$ cat src/assert_macros.svh
// assertion helpers for the rtl
`ifndef ASSERT_MACROS_SVH
`define ASSERT_MACROS_SVH

// clocked check, switched off while reset is asserted
`define V3A_ASSERT(name, prop) \
	name: assert property (@(posedge clk) disable iff (!arst_n) prop) \
		else $error("%m: check failed");

// same, with a message of its own
`define V3A_ASSERT_MSG(name, prop, msg) \
	name: assert property (@(posedge clk) disable iff (!arst_n) prop) \
		else $error(msg);

`endif

$ cat src/v3a_pkg.sv
package v3a_pkg;

	// default geometry of one coordinate
	localparam int COORD_WIDTH_DEF = 32;
	localparam int FRAC_BITS_DEF   = 16;

	// operation codes
	typedef enum logic [3:0] {
		KIND_ADD        = 4'd0,
		KIND_SUB        = 4'd1,
		KIND_CROSS      = 4'd2,
		KIND_DOT        = 4'd3,
		KIND_DIV        = 4'd4,
		KIND_MUL        = 4'd5,
		KIND_NEG        = 4'd6,
		KIND_EQUAL      = 4'd7,
		KIND_MAG        = 4'd8,
		KIND_NORMALIZE  = 4'd9,
		KIND_TRI_NORMAL = 4'd10
	} kind_t;

	// status codes
	localparam logic [1:0] ST_OK  = 2'd0;
	localparam logic [1:0] ST_ERR = 2'd1;
	localparam logic [1:0] ST_SAT = 2'd2;

	// pipeline control handed to the arithmetic units
	typedef struct packed {
		logic en;
		logic valid;
	} pipe_ctl_t;

endpackage

$ cat src/v3a_sqrt.sv
// pipelined integer square root, one result bit per stage
module v3a_sqrt #(
	parameter int IN_W  = 64,
	parameter int OUT_W = 32,
	parameter int TAG_W = 1
) (
	input  logic                 clk,
	input  logic                 arst_n,
	input  v3a_pkg::pipe_ctl_t   ctl,
	input  logic [IN_W-1:0]      radicand,
	input  logic [TAG_W-1:0]     tag,
	output logic                 done_valid,
	output logic [OUT_W-1:0]     root,
	output logic [TAG_W-1:0]     done_tag
);

	logic                val_s  [OUT_W];
	logic [IN_W-1:0]     rem_s  [OUT_W];
	logic [OUT_W-1:0]    root_s [OUT_W];
	logic [TAG_W-1:0]    tag_s  [OUT_W];

	logic [IN_W-1:0]     nxt_rem  [OUT_W];
	logic [OUT_W-1:0]    nxt_root [OUT_W];

	// remainder holds radicand minus root squared; try the next root bit
	always_comb begin
		logic [IN_W-1:0]  src_rem;
		logic [OUT_W-1:0] src_root;
		logic [IN_W-1:0]  trial;
		int               bitpos;
		for (int k = 0; k < OUT_W; k++) begin
			bitpos = OUT_W - 1 - k;
			if (k == 0) begin
				src_rem  = radicand;
				src_root = '0;
			end else begin
				src_rem  = rem_s[k-1];
				src_root = root_s[k-1];
			end
			trial = (IN_W'(src_root) << (bitpos + 1)) | (IN_W'(1) << (2 * bitpos));
			nxt_rem[k]  = src_rem;
			nxt_root[k] = src_root;
			if (src_rem >= trial) begin
				nxt_rem[k]          = src_rem - trial;
				nxt_root[k][bitpos] = 1'b1;
			end
		end
	end

	// valid bits
	always_ff @(posedge clk or negedge arst_n) begin
		if (!arst_n) begin
			for (int k = 0; k < OUT_W; k++) val_s[k] <= 1'b0;
		end else if (ctl.en) begin
			for (int k = 0; k < OUT_W; k++) val_s[k] <= (k == 0) ? ctl.valid : val_s[k-1];
		end
	end

	// stage payload
	always_ff @(posedge clk) begin
		if (ctl.en) begin
			for (int k = 0; k < OUT_W; k++) begin
				rem_s[k]  <= nxt_rem[k];
				root_s[k] <= nxt_root[k];
				tag_s[k]  <= (k == 0) ? tag : tag_s[k-1];
			end
		end
	end

	assign done_valid = val_s[OUT_W-1];
	assign root       = root_s[OUT_W-1];
	assign done_tag   = tag_s[OUT_W-1];

endmodule

$ cat config.mk
export PLATFORM = sky130hd
export DESIGN_NAME = v3a_sqrt
export DESIGN_NICKNAME = d
export VERILOG_FILES = /design/src/assert_macros.svh /design/src/v3a_pkg.sv /design/src/v3a_sqrt.sv
export SDC_FILE = /design/constraint.sdc
export NUM_CORES = 2
export LEC_CHECK = 0
export BUFFER_PORTS_ARGS = -buffer_cell sky130_fd_sc_hd__buf_4
export CAP_MARGIN = 40
export CORE_AREA = 5 5 364 634
export DETAILED_ROUTE_END_ITERATION = 6
export DIE_AREA = 0 0 369 639
export GPL_TIMING_DRIVEN = 1
export PLACE_DENSITY = 0.78
export SLEW_MARGIN = 5
export SYNTH_ARGS = -nofsm -noshare
export SYNTH_HDL_FRONTEND = slang
export SYNTH_SLANG_ARGS = --single-unit
$ cat constraint.sdc
create_clock -name clk -period 6.7 [get_ports clk]
set_input_delay 1.675 -clock clk [delete_from_list [all_inputs] [get_ports clk]]
set_output_delay 1.675 -clock clk [all_outputs]
set_load 0.01 [all_outputs]
==> impl_metrics.tcl <==
set metrics [dict create \
    clockBufferDepth 4 \
    async_flop_share_pct 1.24 \
    die_area_sq_um 236000 \
    syn_area_sq_um 123000 \
    syn_area_per_cell_sq_um 12.6 \
    gr-usage-met3_pct 3.70 \
    final_cell_area_sq_um 136000 \
    yosysWarnings 0 \
    gp_congestion 0.988 \
    worstPathRequired_ps 7310 \
    root_buffer "clkbuf_16" \
    leakagePower_nw 51.1 \
    cts_tree "done" \
    met1_usage_pct 18.3 \
    cts.reportedPaths.clkPinSlew_ps 70 \
    die_w_um 369 \
    ioPinCount 103 \
    crit_path_end_kind "flip-flop" \
    grt_start_max_net_pins 185 \
    drv_slew 0 \
    final-hold-violation-count 0 \
    yosys.area_share.adder_pct 5.67 \
    routed_wl_um 335000 \
    clock-sinks 2576 \
    synth_edf_count 2544 \
    numCtsBuffers 229 \
    synth_simple_gate_area_share_pct 11.8 \
    fin_hold_ws_ps 401 \
    arrival_ps 5570 \
    dp_slack_ps 1870 \
    fin_crit_sh_pct 74.1 \
    start_util_pct 54.6 \
    grt_pass1_vias 86218 \
    min_path_cells 0 \
    drt_pre_antenna_iters 6 \
    dpl_cell_area_sq_um 128000 \
    yosysSeqAreaShare_pct 62.7 \
    fin_tns_setup_ps 0 \
    grt_pass1_wl_um 493000 \
    reg2reg_depth 11 \
    synthDominantCellAreaShare_pct 62.1 \
    syn-num-nets 10400 \
    fin_ws_ps 1740 \
    antenna_found_initial 11 \
    h-tree-depth 4 \
    synth-compound-area-share_pct 9.53 \
    vias 80601 \
    startpoint_type "flip-flop" \
    drive_above_1_share_pct 8.15 \
    grt.total_usage_pct 27.9 \
    first_iter_violations 5225 \
    insertion_delay_ps 950 \
    hp-class "flip-flop to flip-flop" \
    post-route-drc-count 0 \
    peakVddDrop_mv 0.552 \
    crit_fanout 34 \
    overflow 0 \
    rsz0062_at_grt "no" \
    finalClockSkew_ps 97.8 \
    syn2layout_area_growth_pct 10.5 \
    busiest_layer "met2" \
    n_fill_cell 16828 \
    synth_flop_cell "edfxtp_1" \
    cap_violations 0 \
    viasPerCell 6.12 \
    cts-resized-gates 0 \
    maxSlewHeadroom_pct 23.3 \
    worst_pin_slew_ps 1150 \
    post_cts_buffers 0 \
    synth-seq-cells 2576 \
    min_period_ps 4960 \
    status "complete, no violations" \
    postRouteAntennaNets 0 \
    worstSetupPathType "flip-flop to flip-flop" \
    synth_xor_xnor_area_share_pct 6.37 \
    fmax_ghz 0.202 \
    port_buffers 102 \
    synth_cell_types 91 \
    yosys.area.top_type "edfxtp_1" \
    hold_buffers 0 \
    finalSetupViolations 0 \
    synth.area.mux_share_pct 1.12 \
    fp.dieH_um 639 \
    dp_hpwl_um 255000 \
    syn_inst 9773 \
    core_area_sq_um 225000 \
    wl_per_cell_um 25.5 \
    synth_top_family_by_area "simple AND/OR/NAND/NOR gates" \
    fin_nets 10693 \
    yosys-top-cells-area "edfxtp_1 62%, ha_1 5.7%, xnor2_1 3.5%" \
    pwr_density_cell_nw_per_um2 342 \
    num_rows 231 \
    grtUsageMet2_pct 58.3 \
    finalPower_mw 46.4 \
]
-- final timing paths --
kind / startpoint / endpoint / slack [ps]
min in group asynchronous: arst_n / val_s[13] / 730
setup reg to reg: root_s[0][472] / rem_s[0][1017] / 1740
hold / removal: root_s[0][372] / root_s[0][404] / 400
setup / recovery: root_s[0][472] / rem_s[0][1017] / 1740
max in group asynchronous: arst_n / val_s[12] / 5690
hold reg to reg: root_s[0][372] / root_s[0][404] / 400
-- logic make-up (layout without fill, tap and decap cells) --
kind of cell | after synthesis | after routing
compound gates | 1890 | 1890
xor+xnor | 895 | 895
fa+ha+maj | 558 | 558
buf+inv | 901 | 1376
flops | 2576 | 2576
mux | 124 | 124
other cells | 0 | 19
simple gates | 2829 | 2829
-- power breakdown --
group	leakage [nW]	switching, mW	total (mW)	internal, mW
logic	22.6	6.84	11.1	4.26
registers	24.9	1.57	22.1	20.5
clock network	3.61	5.92	13.3	7.36
-- cell usage in the layout, fill, tap and decap left out, types with 29 or more instances in the layout --
master,instances
edfxtp_1,2544
inv_1,686
nor2_1,659
a21oi_1,653
nand2_1,601
ha_1,558
xnor2_1,485
o21ai_0,425
xor2_1,410
nor4_1,318
nor3_1,249
a21o_1,237
clkbuf_16,231
buf_4,199
nand4_1,172
nand3_1,156
nand2b_1,126
mux2_2,114
or3_1,91
o21a_1,83
or4_1,71
nor2b_1,65
a211oi_1,55
a31oi_1,54
o211ai_1,53
and3_1,51
nor4b_1,49
o21bai_1,49
clkinv_1,47
or2_2,44
o31ai_1,39
clkinv_2,39
clkbuf_1,39
nand3b_1,36
dfrtp_1,32
buf_2,32
and2_1,29
-- cells in the mapped netlist (16+ instances only) --
cell type  count
edfxtp_1    2544
inv_1        686
nor2_1       660
a21oi_1      653
nand2_1      601
ha_1         558
xnor2_1      485
o21ai_0      425
xor2_1       410
nor4_1       341
nor3_1       250
a21o_1       237
clkbuf_1     179
nand4_1      172
nand3_1      157
nand2b_1     126
mux2_2       114
or3_1         91
o21a_1        83
or4_1         71
nor2b_1       66
a211oi_1      56
a31oi_1       54
o211ai_1      53
and3_1        51
nor4b_1       49
o21bai_1      49
or2_2         44
o31ai_1       39
nand3b_1      36
dfrtp_1       32
and2_1        29
nand4b_1      21
buf_1         20
o22ai_1       17
and4_1        16
o41ai_1       16
-- flip-flops by register name, indices dropped and copies added, names as in the netlist --
register and cells:
done_valid 1, rem_s 1984, root_s 528, tag_s 32, val_s 31
-- layer usage --
| metal | up-vias | share of wire (%) |
|---|---|---|
| li1 | 37221 | - |
| met1 | 39330 | 25 |
| met2 | 2670 | 59 |
| met3 | 1374 | 3.3 |
| met4 | 6 | 13 |
| met5 | - | 0.012 |
-- stage by stage --
step,std cells,utilization [%]
2_1_floorplan,9773,-
3_3_place_gp,12681,56.7
3_5_place_dp,12742,57.0
4_1_cts,13155,60.2
5_1_grt,13178,60.3
6_report,13179,60.3
-- layout make-up --
| class | instances | area [sq um] | area share (%) |
|---|---|---|---|
| clock inverter | 138 | 1420 | 1.05 |
| sequential | 2576 | 77200 | 56.8 |
| timing repair buffer | 274 | 2380 | 1.75 |
| tap | 2912 | 3640 | 2.68 |
| inverter | 689 | 2590 | 1.90 |
| antenna | 19 | 47.5 | 0.0350 |
| clock buffer | 275 | 5980 | 4.40 |
| multi-input combinational | 6296 | 42700 | 31.4 |
-- critical path, stage by stage, from the launching register on --
cell and delay (ps):
edfxtp_1 370, inv_1 60, ha_1 380, and3_1 330, nand4_1 560, or4_1 1040, o211ai_1 250, a311o_1 190
buf_4 390, o2111ai_1 510, nor4_1 450, xor2_1 110
Note: power is estimated with default switching activity, not from simulation.
